<file path="src/lae_pkg.sv">
// Shared types and constants of the label adjacency extractor.
`default_nettype none
package lae_pkg;

   localparam int LABEL_W    = 6;
   localparam int CFG_W      = 11;
   localparam int NBR        = 4;
   localparam int CSR_ADDR_W = 3;
   localparam int CSR_DATA_W = 32;

   // neighbor slots, in the order they are checked
   localparam int NBR_LEFT     = 0;
   localparam int NBR_UP_LEFT  = 1;
   localparam int NBR_UP       = 2;
   localparam int NBR_UP_RIGHT = 3;

   // register word index (byte address bit 2)
   localparam logic REG_IMAGE_WIDTH = 1'b0;

   localparam logic [CFG_W-1:0] IMAGE_WIDTH_RESET = 11'd640;

   typedef logic [LABEL_W-1:0] label_type;
   typedef logic [NBR-1:0]     nbr_mask_type;

   typedef struct packed {
      label_type              li;
      logic                   fs;
      label_type [NBR-1:0]    cand;
      nbr_mask_type           have;
   } pixel_type;

endpackage
`default_nettype wire

</file>
<file path="src/lae_emit.sv">
// Pending-pair stage and result register: one new pair per transfer.
`default_nettype none
module lae_emit (
   input  wire logic                          clock,
   input  wire logic                          reset,
   input  wire logic                          load,
   input  wire lae_pkg::pixel_type            pix,
   input  wire lae_pkg::nbr_mask_type         mask,
   input  wire logic                          rsp_stall,
   output logic                               s2_free,
   output logic                               rsp_valid,
   output logic [lae_pkg::LABEL_W-1:0]        rsp_this_label,
   output logic [lae_pkg::LABEL_W-1:0]        rsp_other_label,
   output logic                               rsp_last
);

   lae_pkg::nbr_mask_type             pending_ff, pending_in;
   lae_pkg::label_type                li_ff;
   lae_pkg::label_type [lae_pkg::NBR-1:0] cand_ff;
   logic                              rsp_valid_ff, rsp_valid_in;
   lae_pkg::label_type                this_ff, other_ff;
   logic                              last_ff;

   logic                  out_free;
   logic                  send;
   lae_pkg::nbr_mask_type pick;
   lae_pkg::nbr_mask_type rest;
   lae_pkg::label_type    other_sel;

   assign out_free = !rsp_valid_ff || !rsp_stall;
   assign send     = pending_ff != '0 && out_free;
   assign pick     = pending_ff & (~pending_ff + lae_pkg::nbr_mask_type'(1));
   assign rest     = pending_ff & ~pick;
   assign s2_free  = pending_ff == '0 || (send && rest == '0);

   always_comb begin
      other_sel = '0;
      for (int k = 0; k < lae_pkg::NBR; k++) begin
         if (pick[k]) begin
            other_sel = other_sel | cand_ff[k];
         end
      end
   end

   assign pending_in   = load ? mask : (send ? rest : pending_ff);
   assign rsp_valid_in = send ? 1'b1 : (out_free ? 1'b0 : rsp_valid_ff);

   always_ff @(posedge clock) begin
      if (reset) begin
         pending_ff   <= '0;
         rsp_valid_ff <= 1'b0;
      end else begin
         pending_ff   <= pending_in;
         rsp_valid_ff <= rsp_valid_in;
      end
   end

   always_ff @(posedge clock) begin
      if (load) begin
         li_ff   <= pix.li;
         cand_ff <= pix.cand;
      end
      if (send) begin
         this_ff  <= li_ff;
         other_ff <= other_sel;
         last_ff  <= rest == '0;
      end
   end

   assign rsp_valid       = rsp_valid_ff;
   assign rsp_this_label  = this_ff;
   assign rsp_other_label = other_ff;
   assign rsp_last        = last_ff;

endmodule
`default_nettype wire

</file>
<file path="config.mk">
export PLATFORM = sky130hd
export DESIGN_NAME = lae_emit
export DESIGN_NICKNAME = d
export VERILOG_FILES = /design/src/lae_pkg.sv /design/src/lae_emit.sv
export SDC_FILE = /design/constraint.sdc
export NUM_CORES = 1
export LEC_CHECK = 0
export BUFFER_PORTS_ARGS = -buffer_cell sky130_fd_sc_hd__buf_4
export CORE_MARGIN = 2
export CORE_UTILIZATION = 34
export CTS_CLUSTER_DIAMETER = 150
export CTS_CLUSTER_SIZE = 8
export DETAILED_ROUTE_END_ITERATION = 6
export PLACE_DENSITY = 0.69
export SYNTH_ARGS = -nofsm -noshare
export SYNTH_HDL_FRONTEND = slang
export SYNTH_SLANG_ARGS = --single-unit
</file>
<file path="constraint.sdc">
create_clock -name clock -period 1.55 [get_ports clock]
set_clock_uncertainty 0.05 [all_clocks]
set_input_delay 0.155 -clock clock [delete_from_list [all_inputs] [get_ports clock]]
set_output_delay 0.155 -clock clock [all_outputs]
set_load 0.03 [all_outputs]
</file>
; Yosys cells after proc, flatten, opt, wreduce, memory -nomap -nowiden
; Cells that the tools add are included.
[classes]
add_sub_neg = 1
mux = 8
n_bitwise = 7
n_reduce_logical = 11
[ops]
columns = op, n
row1 = $mux W6, 4
row2 = $or A6 B6 Y6, 3
row3 = $and A4 B4 Y4, 2
row4 = $logic_not A4 Y1, 2
row5 = $mux W4, 2
row6 = $not A4 Y4, 2
row7 = $add A4 B1 Y4 const B, 1
row8 = $reduce_bool A2 Y1, 2
row9 = $reduce_bool A4 Y1, 1
row10 = $logic_and A1 B1 Y1, 2
row11 = $logic_not A1 Y1, 2
row12 = $logic_or A1 B1 Y1, 2
row13 = $mux W1, 2
[word_totals]
regBits = 48
in_bits = 43
word_cells = 37

; Logic depth before layout (Yosys ltp)
[depth]
word_depth = 10
mapped_depth = 4

; Worst setup path after synthesis
; No wires, ideal clock.
[synth_timing]
path_kind = flip-flop to output port
startpoint = register rsp_valid_ff (netlist: rsp_valid)
endpoint = output s2_free
arrival_time_ps = 1760
setup_slack_ps = -415
path_stages_with_launch = 5
path_cell_list = dfxtp_1 -> and2_1 -> buf_2 -> maj3_2 -> o31ai_1
[synth_via]
elab_chain_len = 5
[synth_rtl]
columns = element, line_no
row1 = "start, declared", lae_emit.sv:20  ; logic rsp_valid_ff, rsp_valid_in;
row2 = "start signal, assigned", lae_emit.sv:54  ; rsp_valid_ff <= rsp_valid_in;
row3 = $logic_not A1 Y1, lae_emit.sv:30  ; assign out_free = !rsp_valid_ff || !rsp_stall;
row4 = $logic_or A1 B1 Y1, lae_emit.sv:30
row5 = $logic_and A1 B1 Y1, lae_emit.sv:31  ; assign send = pending_ff != '0 && out_free;
row6 = $logic_and A1 B1 Y1, lae_emit.sv:34  ; assign s2_free = pending_ff == '0 || (send && rest == '0);
row7 = $logic_or A1 B1 Y1, lae_emit.sv:34
row8 = "end, declared", lae_emit.sv:10  ; output logic s2_free,
; No other way between the ends.

; Worst setup path after layout
[layout_timing]
startpoint = register pending_ff[0]
endpoint = output s2_free
[layout_via]
elab_chain_len = 8
elab_cells_between_ends = 11
[layout_rtl]
columns = element, line_no
row1 = "start, declared", lae_emit.sv:17  ; lae_pkg::nbr_mask_type pending_ff, pending_in;
row2 = "start signal, assigned", lae_emit.sv:53  ; pending_ff <= pending_in;
row3 = $not A4 Y4, lae_emit.sv:32  ; assign pick = pending_ff & (~pending_ff + lae_pkg::nbr_mask_type'(1));
row4 = $add A4 B1 Y4, lae_emit.sv:32
row5 = $and A4 B4 Y4, lae_emit.sv:32
row6 = $not A4 Y4, lae_emit.sv:33  ; assign rest = pending_ff & ~pick;
row7 = $and A4 B4 Y4, lae_emit.sv:33
row8 = $logic_not A4 Y1, lae_emit.sv:34
row9 = $logic_and A1 B1 Y1, lae_emit.sv:34
row10 = $logic_or A1 B1 Y1 (*), lae_emit.sv:34
; Mark *: on every way between the ends. The rest lies on a longest branch, timed or not.

==> results.py <==
metrics = {
    "yosys": {
        "syn_inst": 103,
        "synth_fp_nets": 146,
        "synth.most_common_cell": "edfxtp_1",
        "seq_area_frac_synth": 0.796,
        "syn_area_per_cell_um2": 17.0,
        "yosys-top-cells-count": "edfxtp_1, a21oi_1, nand2_1",
        "synthTopCellsByArea": "edfxtp_1, dfxtp_1, a221o_2",
        "async_flop_share": 0,
        "synth_top_flop_cell": "edfxtp_1",
        "synth.distinct_cells": 23,
        "synth_edf_count": 43,
        "netlist_area_mm2": 0.00175,
        "yosys.area.top_type_share": 0.739,
        "synth_seq_cells": 48,
        "yosysWarnings": 0,
        "synth_top_cell_by_area": "edfxtp_1",
    },
    "cts": {
        "clock_sinks": 48,
        "cts_root_buf": "clkbuf_8",
        "clk_pin_slew_worst_paths_ns": 0.08,
        "cts_buffers": 5,
        "clock_latency_ns": 0.30,
        "ctsHtreeMaxLevel": 2,
        "cts_tree": "built",
        "cts.path.max_buffers": 2,
        "postCtsSetupRepairBufs": 0,
    },
    "critical_path": {
        "required_ns": 1.34,
        "cp_common_cell": "buf_6",
        "cp_cell_sequence": "buf_6 > a2111o_1 > o31ai_4 > buf_6",
        "reg2reg_from": "pending_ff[0]",
        "critPathMaxFanout": 18,
        "start_kind": "flop",
        "critPathKind": "reg2out",
        "r2r_cells": 3,
        "cpPeakStageDelay_ns": 0.42,
        "end_kind": "output port",
        "rr_endpoint": "rsp_other_label[2]",
        "slowest_stage": "a2111o_1",
        "r2r_slack_ns": 0.07,
        "cp.arrival_ns": 1.45,
    },
    "global_route": {
        "grt_first_pass_wirelength_um": 5530,
        "antenna_found_initial": 0,
        "grt_max_degree": 27,
        "grt_pass1_vias": 1202,
        "global_route.usage.total": 0.134,
        "overflow": 0,
    },
    "sta": {
        "fin_crit_sh": 1.07,
        "finalSetupViolations": 1,
        "layout_min_cycle_time_ns": 1.66,
        "relSlewSlack": 0.542,
        "rsz0062_at_grt": "yes",
        "hold_viol_final": 0,
        "fmaxAchievable_ghz": 0.604,
        "worstMarginPinSlew_ns": 0.686,
        "slew_violations": 0,
        "finalWorstSetupSlack_ns": -0.105,
    },
    "placed_design": {
        "place.port_buffers": 52,
        "dpl_cell_area_mm2": 0.00226,
        "dpl.hpwl_um": 2250,
        "pre_cts_ws_ns": 0.0283,
        "gp_congestion": 0.682,
    },
    "floorplan": {
        "core-area_mm2": 0.00504,
        "io_pins": 58,
        "die_w_um": 75.7,
        "die-height_um": 75.7,
        "rows": 26,
        "die_area_mm2": 0.00573,
        "start_util": 0.347,
    },
    "final_layout": {
        "diodes": 0,
        "final_area_mm2": 0.00270,
        "final_nets": 239,
        "layout-drive-gt1-share": 0.421,
        "nFillCells": 416,
        "areaGrowthSynthToFinish_pct": 54.2,
    },
    "worst_hold_path": {
        "holdPathStages": 3,
        "hold_path_class": "in2reg",
        "min_to": "pending_ff[1]",
        "holdCritStartpoint": "mask[1]",
    },
    "drt": {
        "drc": 0,
        "wl_per_cell_um": 13.3,
        "vias_per_cell": 4.51,
        "drtAntennaViolNets": 0,
        "first_iter_violations": 23,
        "routed_wl_um": 3550,
        "num_vias": 1205,
        "drtPass1Iterations": 4,
    },
    "power_and_ir_drop": {
        "pwr_density_cell_mw_per_mm2": 1000,
        "ir_drop_uv": 636,
        "p_leak_nw": 1.04,
    },
    "run_status": {
        "violations": "negative setup slack",
        "outcome": "complete, but fails checks",
    },
    "run": {
        "cap_violations": 0,
    },
}
-- how the worst max path moves through the flow --
stage	end	slack (ns)	startpoint
floorplan	s2_free	-0.17	rsp_valid
global placement	rsp_this_label[0]	0.08	rsp_valid
detailed placement	rsp_this_label[4]	0.03	rsp_valid
CTS	s2_free	-0.13	rsp_valid
global route	s2_free	-0.18	pending_ff[0]
finish	s2_free	-0.11	pending_ff[0]
-- kinds of logic after synthesis --
logic type	Yosys count	share of synthesized area
AO/OA/AOI/OAI	22	0.0945
adder cells (fa/ha/maj)	2	0.0122
buffers and inverters	7	0.0215
flip-flops	48	0.796
AND/OR/NAND/NOR	24	0.0759
-- cell usage in the layout, fill, tap and decap left out --
cell,netlist,routed
a2111o_1,1,1
a21oi_1,10,10
a221o_2,6,6
and2_4,0,1
buf_4,0,55
buf_6,1,5
clkbuf_8,0,5
clkinv_2,0,2
clkinv_4,0,1
dfxtp_1,5,2
dfxtp_2,0,3
dlygate4sd3_1,0,31
edfxtp_1,43,43
inv_1,2,2
maj3_1,1,1
maj3_2,1,1
nand2_1,10,10
nand3_1,1,1
nand3b_1,6,6
nor2_1,3,2
nor2_2,0,1
nor2_4,1,1
nor3_1,1,1
o211ai_1,2,2
o21ai_0,1,1
o311ai_0,1,1
o31ai_4,0,1
or3_4,1,1
-- routing by layer --
metal,wire length (µm),vias to the layer above,GRT usage,part of all wire
li1,-,582,-,-
met1,1400,575,0.145,0.39
met2,1920,44,0.247,0.54
met3,192,4,0.0423,0.054
met4,38,0,0.0409,0.011
met5,0,-,0,0
-- report_power, final --
group | switching (mW) | total, mW | internal [mW]
Clock | 0.406 | 0.720 | 0.315
Sequential | 0.0317 | 1.57 | 1.53
Combinational | 0.201 | 0.415 | 0.213
-- state kept, by name, indices dropped and copies added, names as in the netlist --
signal	cells
cand_ff	24
li_ff	6
rsp_other_label	6
rsp_this_label	6
pending_ff	4
rsp_last	1
rsp_valid	1
-- stage by stage --
step | instances | setup TNS (ns) | hold slack, ns | util | total power, mW
floorplan | 103 | -0.171 | 0.174 | - | 1.75
CTS | 267 | -0.126 | 0.0417 | 0.532 | 2.73
global route | 267 | -0.422 | 0.0456 | 0.534 | 2.82
finish | 267 | -0.105 | 0.0458 | 0.534 | 2.70
global placement | 228 | 0 | 0.284 | 0.449 | 1.93
detailed placement | 228 | 0 | 0.284 | 0.449 | 1.94
-- area by class of cell --
| class | count | area (µm²) | share of cell area |
|---|---|---|---|
| Clock buffer | 5 | 68.8 | 0.0255 |
| Clock inverter | 3 | 18.8 | 0.00696 |
| Inverter | 2 | 7.51 | 0.00279 |
| Multi-Input combinational cell | 48 | 338 | 0.125 |
| Sequential cell | 48 | 1400 | 0.518 |
| Tap cell | 70 | 87.6 | 0.0325 |
| Timing Repair Buffer | 91 | 779 | 0.289 |
-- critical path: cells and delay by family, from the launching register on --
family,cells,cell delay [ns]
compound gates,2,0.50
buf+inv,2,0.32
flops,1,0.33
-- repair_timing --
item,CTS,global route
pin swaps,1,0
hold buffers,31,0
resized for setup,7,4
gates cloned,0,0
hold endpoints to repair,35,0
endpoints found under the setup margin,1,14
(Power assumes the default switching activity.)
